### src/lrupr_pkg.sv
// ----------------------------------------------------------------------------
// lrupr_pkg: shared definitions for the LRU page replacement block
// Sizes, the broadcast and chain structs, and the status record of one frame cell.
// ----------------------------------------------------------------------------
package lrupr_pkg;

	localparam int FRAMES    = 4;
	localparam int PAGE_BITS = 20;
	localparam int RANK_W    = (FRAMES > 1) ? $clog2(FRAMES) : 1;
	localparam int SLOT_W    = 2;
	localparam int COUNT_W   = 32;

	localparam logic [RANK_W-1:0]  RANK_OLDEST = RANK_W'(FRAMES - 1);
	localparam logic [COUNT_W-1:0] FAULT_MAX   = '1;

	typedef logic [PAGE_BITS-1:0] page_t;
	typedef logic [RANK_W-1:0]    rank_t;

	typedef enum logic [1:0] {
		MODE_HIT   = 2'd0,
		MODE_FILL  = 2'd1,
		MODE_EVICT = 2'd2
	} mode_t;

	typedef struct packed {
		page_t page;
		logic  clear;
		mode_t mode;
		rank_t limit;
	} bcast_t;

	typedef struct packed {
		logic hit_seen;
		logic empty_seen;
		logic victim_seen;
	} chain_t;

	typedef struct packed {
		logic  sel;
		rank_t rank;
		page_t page;
	} stat_t;

endpackage

### src/lru_page_replacement.sv
// ----------------------------------------------------------------------------
// lru_page_replacement: fully associative page frames with LRU replacement
//
//   channel | signals                                      | direction
//   --------+----------------------------------------------+----------
//   in      | in_valid, in_ready, page_number,             | to block
//           | first_reference                              |
//   out     | out_valid, out_ready, hit, frame_slot,       | from block
//           | evicted_valid, evicted_page, fault_total     |
//
// One reference per cycle: the frame cells compare, pick a frame and age their
// ranks in the cycle of the transfer, and the result is captured at the accepting
// edge and offered from the next cycle on.
// The single output register frees in the same cycle that its result is taken,
// so the input stalls only while out_ready is low with a result held.
// Reset empties every frame and zeroes the fault count.
// ----------------------------------------------------------------------------
module lru_page_replacement (
	input  logic                                clk,
	input  logic                                arst_n,
	input  logic                                in_valid,
	output logic                                in_ready,
	input  logic [lrupr_pkg::PAGE_BITS-1:0]     page_number,
	input  logic                                first_reference,
	output logic                                out_valid,
	input  logic                                out_ready,
	output logic                                hit,
	output logic [lrupr_pkg::SLOT_W-1:0]        frame_slot,
	output logic                                evicted_valid,
	output logic [lrupr_pkg::PAGE_BITS-1:0]     evicted_page,
	output logic [lrupr_pkg::COUNT_W-1:0]       fault_total
);

	lrupr_pkg::bcast_t bcast;
	lrupr_pkg::chain_t chain [lrupr_pkg::FRAMES+1];
	lrupr_pkg::stat_t  stat  [lrupr_pkg::FRAMES];

	logic                                upd;
	logic                                any_hit;
	logic                                any_empty;
	lrupr_pkg::rank_t                    sel_rank;
	lrupr_pkg::page_t                    sel_page;
	logic [lrupr_pkg::SLOT_W-1:0]        sel_slot;
	logic [lrupr_pkg::COUNT_W-1:0]       count_base;
	logic [lrupr_pkg::COUNT_W-1:0]       count_next;
	logic [lrupr_pkg::COUNT_W-1:0]       fault_q;

	assign in_ready = ~out_valid | out_ready;
	assign upd      = in_valid & in_ready;

	assign chain[0]  = '0;
	assign any_hit   = chain[lrupr_pkg::FRAMES].hit_seen;
	assign any_empty = chain[lrupr_pkg::FRAMES].empty_seen;

	always_comb begin
		bcast.page  = page_number;
		bcast.clear = first_reference;
		if (any_hit) begin
			bcast.mode = lrupr_pkg::MODE_HIT;
		end else if (any_empty) begin
			bcast.mode = lrupr_pkg::MODE_FILL;
		end else begin
			bcast.mode = lrupr_pkg::MODE_EVICT;
		end
		bcast.limit = sel_rank;
	end

	for (genvar g = 0; g < lrupr_pkg::FRAMES; g++) begin : g_cell
		lrupr_cell u_cell (
			.clk       (clk),
			.arst_n    (arst_n),
			.upd       (upd),
			.bcast     (bcast),
			.chain_in  (chain[g]),
			.chain_out (chain[g+1]),
			.stat      (stat[g])
		);
	end

	always_comb begin
		sel_rank = '0;
		sel_page = '0;
		sel_slot = '0;
		for (int i = 0; i < lrupr_pkg::FRAMES; i++) begin
			if (stat[i].sel) begin
				sel_rank = sel_rank | stat[i].rank;
				sel_page = sel_page | stat[i].page;
				sel_slot = sel_slot | lrupr_pkg::SLOT_W'(i);
			end
		end
	end

	always_comb begin
		count_base = first_reference ? '0 : fault_q;
		count_next = count_base;
		if (!any_hit && (count_base != lrupr_pkg::FAULT_MAX)) begin
			count_next = count_base + 1'b1;
		end
	end

	always_ff @(posedge clk or negedge arst_n) begin
		if (!arst_n) begin
			out_valid <= 1'b0;
			fault_q   <= '0;
		end else begin
			if (upd) begin
				out_valid <= 1'b1;
				fault_q   <= count_next;
			end else if (out_ready) begin
				out_valid <= 1'b0;
			end
		end
	end

	always_ff @(posedge clk) begin
		if (upd) begin
			hit           <= any_hit;
			frame_slot    <= sel_slot;
			evicted_valid <= ~any_hit & ~any_empty;
			evicted_page  <= (~any_hit & ~any_empty) ? sel_page : '0;
			fault_total   <= count_next;
		end
	end

endmodule

### src/lrupr_cell.sv
// ----------------------------------------------------------------------------
// lrupr_cell: one page frame of the LRU set
// Holds a page, its valid bit and its age rank, claims the item in priority order
// along the chain, and ages, loads or clears itself when a transfer is taken.
// ----------------------------------------------------------------------------
module lrupr_cell (
	input  logic              clk,
	input  logic              arst_n,
	input  logic              upd,
	input  lrupr_pkg::bcast_t bcast,
	input  lrupr_pkg::chain_t chain_in,
	output lrupr_pkg::chain_t chain_out,
	output lrupr_pkg::stat_t  stat
);

	lrupr_pkg::page_t page_q;
	logic             valid_q;
	lrupr_pkg::rank_t rank_q;

	logic valid_eff;
	logic match;
	logic victim;
	logic sel;

	always_comb begin
		valid_eff = valid_q & ~bcast.clear;
		match     = valid_eff && (page_q == bcast.page);
		victim    = valid_eff && (rank_q == lrupr_pkg::RANK_OLDEST);

		chain_out.hit_seen    = chain_in.hit_seen | match;
		chain_out.empty_seen  = chain_in.empty_seen | ~valid_eff;
		chain_out.victim_seen = chain_in.victim_seen | victim;

		case (bcast.mode)
			lrupr_pkg::MODE_HIT:   sel = match & ~chain_in.hit_seen;
			lrupr_pkg::MODE_FILL:  sel = ~valid_eff & ~chain_in.empty_seen;
			lrupr_pkg::MODE_EVICT: sel = victim & ~chain_in.victim_seen;
			default:               sel = 1'b0;
		endcase

		stat.sel  = sel;
		stat.rank = rank_q;
		stat.page = page_q;
	end

	always_ff @(posedge clk or negedge arst_n) begin
		if (!arst_n) begin
			valid_q <= 1'b0;
			rank_q  <= '0;
		end else if (upd) begin
			if (sel) begin
				valid_q <= 1'b1;
				rank_q  <= '0;
			end else if (bcast.clear) begin
				valid_q <= 1'b0;
				rank_q  <= '0;
			end else if (valid_q && ((bcast.mode == lrupr_pkg::MODE_FILL)
					|| (rank_q < bcast.limit))) begin
				rank_q <= rank_q + 1'b1;
			end
		end
	end

	always_ff @(posedge clk) begin
		if (upd && sel) begin
			page_q <= bcast.page;
		end
	end

endmodule

### config.mk
export PLATFORM = sky130hd
export DESIGN_NAME = lru_page_replacement
export DESIGN_NICKNAME = d
export VERILOG_FILES = /design/src/lrupr_pkg.sv /design/src/lru_page_replacement.sv /design/src/lrupr_cell.sv
export SDC_FILE = /design/constraint.sdc
export NUM_CORES = 1
export LEC_CHECK = 0
export BUFFER_PORTS_ARGS = -buffer_cell sky130_fd_sc_hd__buf_2
export CAP_MARGIN = 10
export CORE_MARGIN = 2
export CORE_UTILIZATION = 49
export CTS_BUF_LIST = sky130_fd_sc_hd__clkbuf_16
export DETAILED_ROUTE_END_ITERATION = 6
export PLACE_DENSITY = 0.68
export SLEW_MARGIN = 20
export SYNTH_ARGS = -nofsm -noshare
export SYNTH_HDL_FRONTEND = slang
export SYNTH_SLANG_ARGS = --single-unit
### constraint.sdc
create_clock -name clk -period 5.6 [get_ports clk]
set_input_delay 0.28 -clock clk [delete_from_list [all_inputs] [get_ports clk]]
set_output_delay 0.28 -clock clk [all_outputs]
set_load 0.005 [all_outputs]
After elaboration in Yosys (flattened, before gate mapping)
Index checks and enable logic that the tools add are counted.
{ "op_classes": {"add_sub_neg": 5, "magnitude_cmp": 4, "n_eq_ne": 11, "n_mux": 36, "bitwise_logic": 46, "n_reduce_logical": 41} }
{ "ops": {"columns": ["cell", "count"], "rows": [
  ["$eq A20 B20 Y1", 4],
  ["$mux W20", 4],
  ["$mux W32", 2],
  ["$or A20 B20 Y20", 3],
  ["$mux W2", 18],
  ["$add A32 B1 Y32 const B", 1],
  ["$ne A32 B32 Y1 const B", 1],
  ["$logic_and A1 B1 Y1", 17],
  ["$not A1 Y1", 16],
  ["$reduce_and A2 Y1", 8],
  ["$and A1 B1 Y1", 15],
  ["$pmux W1 S3", 4],
  ["$reduce_bool A3 Y1", 4],
  ["$eq A2 B2 Y1 const B", 5],
  ["$reduce_bool A2 Y1", 5],
  ["$or A1 B1 Y1", 9],
  ["$add A2 B1 Y2 const B", 4],
  ["$lt A2 B2 Y1", 4],
  ["$mux W1", 8],
  ["$or A2 B2 Y2", 3],
  ["$logic_or A1 B1 Y1", 4],
  ["$eq A2 B1 Y1 const B", 1],
  ["$logic_not A2 Y1", 1],
  ["$reduce_or A2 Y1", 1],
  ["$logic_not A1 Y1", 1]
]} }
{ "totals": {"register_bits": 181, "out_inout_bits": 58, "word_cells": 163} }

Longest topological paths before layout
Gate-level depths: netlist of run 1.
{ "depth": {"depth_word": 23, "depth_mapped": 17, "ltp_nobuf": 15} }

Cells and area by module
A second synthesis of run 1 with hierarchy kept.
{ "hier_totals": {"hier_cells": 793, "area_unflattened_um2": 9261.4} }
{ "modules_own_cells": {"columns": ["mod", "instances", "cells_per_inst", "area_per_inst_um2"], "rows": [
  ["lru_page_replacement", 1, 461, 4722.0],
  ["lrupr_cell", 4, 83, 1134.8]
]} }

Worst setup path after synthesis of run 1
No wires, ideal clock.
{ "synth_timing": {"kind": "reg2reg", "start": "reg g_cell[3].u_cell.page_q[7]", "end": "reg g_cell[1].u_cell.rank_q[1]", "setup_time_ns": 0.126, "arrival_time_ns": 4.018, "required_ns": 5.474, "path_slack_ns": 1.456, "stages_incl_launch_ff": 16, "n_path_buf": 2, "period_less_slack_ns": 4.144, "path_cell_list": "edfxtp_1 > xor2_1 > or4b_1 > or4_4 > or2_1 > a31o_1 > buf_6 > clkbuf_1 > a221oi_1 > ha_1 > nand2b_1 > nor2_1 > a31oi_1 > o31a_1 > and4b_1 > a311o_1"} }
{ "synth_between": {"elab_chain_len": 18, "elab_cells_between_ends": 25} }
{ "synth_rtl": {"columns": ["item", "line", "text"], "rows": [
  ["start, declared", "lrupr_cell.sv:16", "lrupr_pkg::page_t page_q;"],
  ["start signal, assigned", "lrupr_cell.sv:66", "page_q <= bcast.page;"],
  ["$eq A20 B20 Y1 (*)", "lrupr_cell.sv:27", "match = valid_eff && (page_q == bcast.page);"],
  ["$logic_and A1 B1 Y1 (*)", "lrupr_cell.sv:27", null],
  ["$or A1 B1 Y1", "lrupr_cell.sv:30", "chain_out.hit_seen = chain_in.hit_seen | match;"],
  ["$mux W2", "lru_page_replacement.sv:58", "if (any_hit) begin"],
  ["$eq A2 B2 Y1 (tied with other cells)", "lrupr_cell.sv:34", "case (bcast.mode)"],
  ["$pmux W1 S3", "lrupr_cell.sv:34", null],
  ["$mux W2", "lru_page_replacement.sv:85", "if (stat[i].sel) begin"],
  ["$or A2 B2 Y2", "lru_page_replacement.sv:86", "sel_rank = sel_rank | stat[i].rank;"],
  ["[... 2 more ...]", null, null],
  ["$mux W2", "lru_page_replacement.sv:85", null],
  ["$or A2 B2 Y2", "lru_page_replacement.sv:86", null],
  ["$mux W2", "lru_page_replacement.sv:85", null],
  ["$lt A2 B2 Y1", "lrupr_cell.sv:58", "|| (rank_q < bcast.limit))) begin"],
  ["$logic_or A1 B1 Y1", "lrupr_cell.sv:58", null],
  ["$logic_and A1 B1 Y1", "lrupr_cell.sv:57", "end else if (valid_q && ((bcast.mode == lrupr_pkg::MODE_FILL)"],
  ["$reduce_bool A3 Y1 (no source line)", null, null],
  ["$reduce_and A2 Y1 (no source line)", null, null],
  ["end signal, assigned", "lrupr_cell.sv:59", "rank_q <= rank_q + 1'b1;"],
  ["end, declared", "lrupr_cell.sv:18", "lrupr_pkg::rank_t rank_q;"]
]} }
Every way passes the cells marked *; elsewhere a longest branch is shown, timed or not.
A chain may end at the register's enable or synchronous reset.

Worst setup path after layout of run 1
{ "layout_timing": {"start": "reg g_cell[3].u_cell.page_q[16]", "end": "reg g_cell[1].u_cell.rank_q[1]"} }
Same word-level chain as after synthesis.

==> results of run 1 <==
[layout make-up]
cell class              count  area (µm²)
well taps                 234       292.8
clock buffers              17       425.4
clock inverters            15       176.4
fillers                  1579        8095
flip-flops and latches    181        5210
multi-input cells         566        3822
diodes                      1       2.502
inverters                   8       30.03
repair buffers             97       525.5
[worst paths after layout]
| kind | depth (start not counted) | slack (ns) | endpoint | from |
|---|---|---|---|---|
| setup / recovery | 13 | 1.38 | g_cell[1].u_cell.rank_q[1] | g_cell[3].u_cell.page_q[16] |
| hold / removal | 2 | 0.09 | out_valid | in_valid |
| setup reg to reg | 13 | 1.38 | g_cell[1].u_cell.rank_q[1] | g_cell[3].u_cell.page_q[16] |
| hold reg to reg | 2 | 0.48 | fault_q[1] | fault_q[1] |
| max in group asynchronous | 3 | 4.72 | fault_q[19] | arst_n |
| min in group asynchronous | 3 | 0.46 | fault_q[28] | arst_n |
[worst max-delay path: stages (launching register included)]
cell and delay (ns):
edfxtp_1 0.42, xnor2_1 0.28, or4b_1 0.47, or4_4 0.56, or2_1 0.28, a31o_1 0.23, a221oi_1 0.57, ha_1 0.24
nand2b_1 0.12, nor2_1 0.04, a31oi_1 0.18, o31a_1 0.20, and4b_1 0.19, a311o_1 0.30
[report_power, final]
part	switching (mW)	leakage, nW	internal (mW)
Combinational	0.275	1.65	0.173
Clock	0.595	0.291	0.604
Sequential	0.0762	1.89	1.53
[metrics by stage]
stage               utilization  setup slack, ns
finish                   0.5643            1.385
global route             0.5642            1.081
CTS                      0.5641            1.376
detailed placement       0.5312            1.336
global placement         0.5312            1.354
floorplan                     -            1.456
[cell families (layout without fill, tap and decap cells)]
kind of cell,Yosys count,in the layout,synth area share
other,0,1,0
and+or+nand+nor,309,309,0.1804
adders and majority gates,9,9,0.01225
xor gates and xnor gates,111,111,0.1057
buffers and inverters,45,137,0.01959
DFF,181,181,0.5666
muxes,13,13,0.01456
AOI/OAI and AO/OA,124,124,0.1008
[routing by layer]
| metal | GRT usage | up-vias | part of all wire |
|---|---|---|---|
| met5 | 0 | - | 0 |
| met4 | 0.07316 | 0 | 0.023 |
| met3 | 0.05231 | 36 | 0.061 |
| met2 | 0.3915 | 256 | 0.49 |
| met1 | 0.2975 | 3179 | 0.42 |
| li1 | - | 3132 | - |
[cells in the mapped netlist, types with 11 or more instances]
cell and n:
a21oi_1 28, nor4_1 18, nand2_1 86, nand2b_1 11
nor2b_1 17, edfxtp_1 136, nor2_1 58, clkbuf_1 31
o21ai_0 17, dfrtp_1 45, xnor2_1 72, a222oi_1 20
xor2_1 39, nand3_1 17, and3_1 14, nand4_1 20
[state kept, by name (all words and copies together) (netlist names)]
name                   count
g_cell.u_cell.page_q      80
fault_q                   32
fault_total               32
evicted_page              20
g_cell.u_cell.rank_q       8
g_cell.u_cell.valid_q      4
frame_slot                 2
evicted_valid              1
hit                        1
out_valid                  1
[layout by cell type, fill, tap and decap left out, types with 4 or more instances in the layout]
cell type  instances
a21o_1             4
a21oi_1           28
a221o_1            8
a222oi_1          20
and2_1             7
and3_1            14
and4_1             4
buf_2             82
buf_4             14
clkbuf_16         17
clkinv_8           5
dfrtp_1           45
edfxtp_1         136
ha_1               9
inv_1              7
inv_6              4
mux2i_1           10
nand2_1           85
nand2b_1          11
nand3_1           17
nand4_1           20
nand4b_1           6
nor2_1            58
nor2b_1           17
nor3_1             9
nor3b_1            4
nor4_1            18
o211ai_1           7
o21ai_0           17
o31ai_1            5
or2_2              4
or4_1              4
xnor2_1           72
xor2_1            39
==> impl_metrics.py, run 1 <==
metrics = {
    "outcome": {
        "status": "completed",
    },
    "critical_path": {
        "critPathLaunchType": "register",
        "cp.required_ns": 5.92,
        "cp_data_arrival_time_ns": 4.53,
        "endpoint_kind": "register",
        "crit_path_max_fanout": 4,
        "crit_type": "reg2reg",
    },
    "synth": {
        "async_reset_ff_frac": 0.2486,
        "synth_top_area_frac": 0.4441,
        "synth_fp_nets": 826,
        "synth_ff_type": "edfxtp_1",
        "netlist_instances": 792,
        "yosysWarnings": 0,
        "synth.yosys.seq_area_share": 0.5666,
        "synth_largest_area_cell": "edfxtp_1",
        "yosys-top-cells-area": "edfxtp_1 44%, dfrtp_1 12%, xnor2_1 6.9%",
        "synth_edf_count": 136,
        "synth-seq-cells": 181,
        "syn_area_per_cell_um2": 11.61,
        "syn_area_um2": 9195,
        "ys_types": 76,
    },
    "routing": {
        "ant_nets": 0,
        "vias": 6603,
        "via_per_inst": 5.901,
        "drt-wirelength-per-cell_um": 20.00,
        "first_iter_violations": 676,
        "drc": 0,
        "wl_um": 22380,
        "first_pass_iters": 7,
    },
    "cts": {
        "insertion_delay_ns": 0.44,
        "cts_setup_buffers": 0,
        "tritoncts": "done",
        "htreeDepth": 4,
        "clk_transition_reported_paths_ns": 0.07,
        "clock_sinks": 181,
        "cts.path.max_buffers": 2,
        "clockRootBuffer": "clkbuf_16",
        "numCtsBuffers": 17,
        "cts-hold-fix-buffers": 1,
        "cts_resized": 0,
    },
    "power": {
        "total_power_mw": 3.248,
        "ir_drop_mv": 0.2079,
        "powerDensity_nw_per_um2": 309.8,
        "p_leak_nw": 3.840,
    },
    "grt": {
        "grt_pass1_wl_um": 34980,
        "grt_pass1_vias": 6134,
        "grt_usage": 0.2312,
        "gr-total-overflow": 0,
        "antenna_found_initial": 1,
        "grt_max_degree": 75,
    },
    "sta": {
        "timing.slew.headroom": 0.3347,
        "rsz0062_at_grt": "no",
        "tightest_slew_ns": 0.9956,
        "max_freq_mhz": 237.2,
        "hold_viol": 0,
        "hold_ws_ns": 0.09105,
        "slew_violations": 0,
        "setup_viol": 0,
        "fin_skew_ns": 0.01364,
        "min_period_over_period": 0.7527,
        "fin_setup_tns_ns": 0,
        "fin_crit_ns": 4.215,
    },
    "die": {
        "fp.dieH_um": 141.0,
        "num_rows": 50,
        "design.portCount": 83,
        "fp.dieW_um": 141.0,
        "start_util": 0.4949,
        "core-area_um2": 18580,
        "die_area_um2": 19880,
    },
    "placement": {
        "dp_hpwl_um": 15010,
        "gp_congestion": 1.006,
        "io_buffers": 82,
        "placed_cells": 1085,
        "place_area_um2": 9869,
    },
    "cells_and_area": {
        "area_delta_synth_final_pct": 14.03,
        "drive_gt1_frac": 0.1719,
        "fin_cells": 1119,
        "layout.nets": 905,
        "final_area_um2": 10490,
    },
    "flow_run": {
        "max-cap-violations": 0,
    },
    "worst_hold_path": {
        "hold_path.class": "in2reg",
    },
}
Power figures use the tool's default switching activity.
==> inputs of run 2 (changes only) <==
==> constraint.sdc (replaced) <==
create_clock -name clk -period 4.24 [get_ports clk]
set_input_delay 0.212 -clock clk [delete_from_list [all_inputs] [get_ports clk]]
set_output_delay 0.212 -clock clk [all_outputs]
set_load 0.005 [all_outputs]
==> run 2 against run 1 <==
Against the previous run: sequential cell count stayed put; hold slack worse by 0.015 ns; total power is 33% higher; first-iteration DRC count is 17% lower; core utilization is 0.61 points higher; register-to-register slack worse by 1.2 ns; non-clock buffer count is 7 higher; design area is 1.1% higher; combinational power is 34% higher; wire length is 1.3% higher.
==> impl_metrics.py, run 2 (same netlist as run 1, synthesis figures left out) <==
metrics = {
    "critical_path": {
        "cp_num_buf_inv": 0,
        "crit_path_max_fanout": 4,
        "crit_type": "reg2reg",
        "path_cells": "xnor2_1 > or4b_1 > or4_4 > or2_1 > a31o_1 > a221oi_1 > ha_1 > nand2b_1 > nor2_1 > a31oi_1 > o31a_1 > and4b_1 > a311o_1",
        "reg2reg_slack_ns": 0.21,
        "endpoint_kind": "register",
        "max_stage_delay_ns": 0.57,
        "critical-path-top-delay-family": "simple AND/OR/NAND/NOR gates",
        "critPathLaunchType": "register",
        "cp.required_ns": 4.55,
        "cp_data_arrival_time_ns": 4.34,
        "cp_slowest_cell": "or4_4",
    },
    "die": {
        "fp.dieW_um": 141.0,
        "start_util": 0.4949,
        "core-area_um2": 18580,
        "die_area_um2": 19880,
        "fp.dieH_um": 141.0,
        "design.portCount": 83,
        "num_rows": 50,
    },
    "cells_and_area": {
        "n_fill_cell": 1543,
        "final_common_cell": "edfxtp_1",
        "final_cell_mix": "136 x edfxtp_1, 85 x nand2_1, 82 x buf_2, 72 x xnor2_1, 58 x nor2_1",
        "fin_cells": 1125,
        "reg_top3": "g_cell.u_cell.page_q: 80 flops, fault_q: 32 flops, fault_total: 32 flops",
        "antenna_cells": 0,
        "largest_register_ffs": 80,
        "drive_gt1_frac": 0.1785,
        "area_delta_synth_final_pct": 15.27,
        "layout.nets": 912,
        "largest-register": "g_cell.u_cell.page_q",
    },
    "cts": {
        "numCtsBuffers": 17,
        "cts_setup_buffers": 0,
        "clock_sinks": 181,
        "htreeDepth": 4,
        "clk_transition_reported_paths_ns": 0.08,
        "clockRootBuffer": "clkbuf_16",
        "tritoncts": "done",
        "insertion_delay_ns": 0.45,
        "cts.path.max_buffers": 2,
    },
    "grt": {
        "grt_usage": 0.2367,
        "gr-total-overflow": 0,
        "grt_pass1_vias": 6543,
        "antenna_found_initial": 1,
        "grt_max_degree": 76,
        "grt_pass1_wl_um": 36080,
    },
    "sta": {
        "fin_skew_ns": 0.02151,
        "hold_ws_ns": 0.07639,
        "setup_viol": 0,
        "fin_crit_ns": 4.027,
        "rsz0062_at_grt": "no",
        "min_period_over_period": 0.9498,
        "hold_viol": 0,
        "slew_violations": 0,
        "max_freq_mhz": 248.3,
        "tightest_slew_ns": 0.8658,
        "final.setup.worst_slack_ns": 0.2131,
        "timing.slew.headroom": 0.4180,
        "fin_setup_tns_ns": 0,
    },
    "power": {
        "ir_drop_mv": 0.2372,
        "powerDensity_nw_per_um2": 408.5,
        "p_leak_nw": 3.895,
    },
    "placement": {
        "place_ws_ns": 0.2725,
        "dp_hpwl_um": 15340,
        "gp_congestion": 0.9059,
        "placed_cells": 1091,
        "io_buffers": 82,
    },
    "routing": {
        "first_iter_violations": 559,
        "ant_nets": 0,
        "first_pass_iters": 7,
        "drt-wirelength-per-cell_um": 20.14,
        "vias": 6596,
        "drc": 0,
        "via_per_inst": 5.863,
        "wl_um": 22660,
    },
    "outcome": {
        "status": "completed",
    },
    "flow_run": {
        "max-cap-violations": 0,
    },
    "worst_hold_path": {
        "hold_path.class": "in2reg",
    },
}
-- run 2: layout make-up --
cell class | count | area (µm²) | share of cell area
Clock buffer | 17 | 425.4 | 0.04014
Clock inverter | 15 | 200.2 | 0.01889
Inverter | 8 | 30.03 | 0.002833
Multi-Input combinational cell | 566 | 3822 | 0.3606
Sequential cell | 181 | 5210 | 0.4916
Tap cell | 234 | 292.8 | 0.02762
Timing Repair Buffer | 104 | 618.1 | 0.05832
-- run 2: timing repair --
action / CTS / global route
hold buffers: 2 / 0
endpoints found under the hold margin: 46 / 0
resized for setup: 0 / 0
-- run 2: power breakdown --
part	leakage [nW]	switching (mW)	total, mW	internal (mW)
combinational	1.70	0.363	0.597	0.234
clock	0.302	0.807	1.62	0.811
sequential	1.89	0.0998	2.11	2.01
total	3.89	1.27	4.33	3.06
-- run 2: final timing paths --
path	start	end	depth (start not counted)
worst max-delay path	g_cell[3].u_cell.page_q[16]	g_cell[1].u_cell.rank_q[1]	13
worst min-delay path	page_number[4]	g_cell[1].u_cell.page_q[4]	1
worst max register to register	g_cell[3].u_cell.page_q[16]	g_cell[1].u_cell.rank_q[1]	13
worst min register to register	fault_q[1]	fault_q[1]	2
max in group asynchronous	arst_n	fault_q[22]	3
min in group asynchronous	arst_n	fault_q[13]	3
-- run 2: routing by layer --
layer,track usage,part of all wire
met5,0,0
met3,0.04382,0.043
met4,0.09368,0.027
met1,0.3017,0.42
met2,0.4026,0.51
-- run 2: stage by stage --
step	instance area (µm²)	utilization	power [mW]
after global routing	10600	0.5704	4.507
final	10600	0.5704	4.329
after floorplan	9195	-	2.511
after detailed placement	9952	0.5356	2.745
after CTS	10600	0.5704	4.361
after global placement	9952	0.5356	2.739
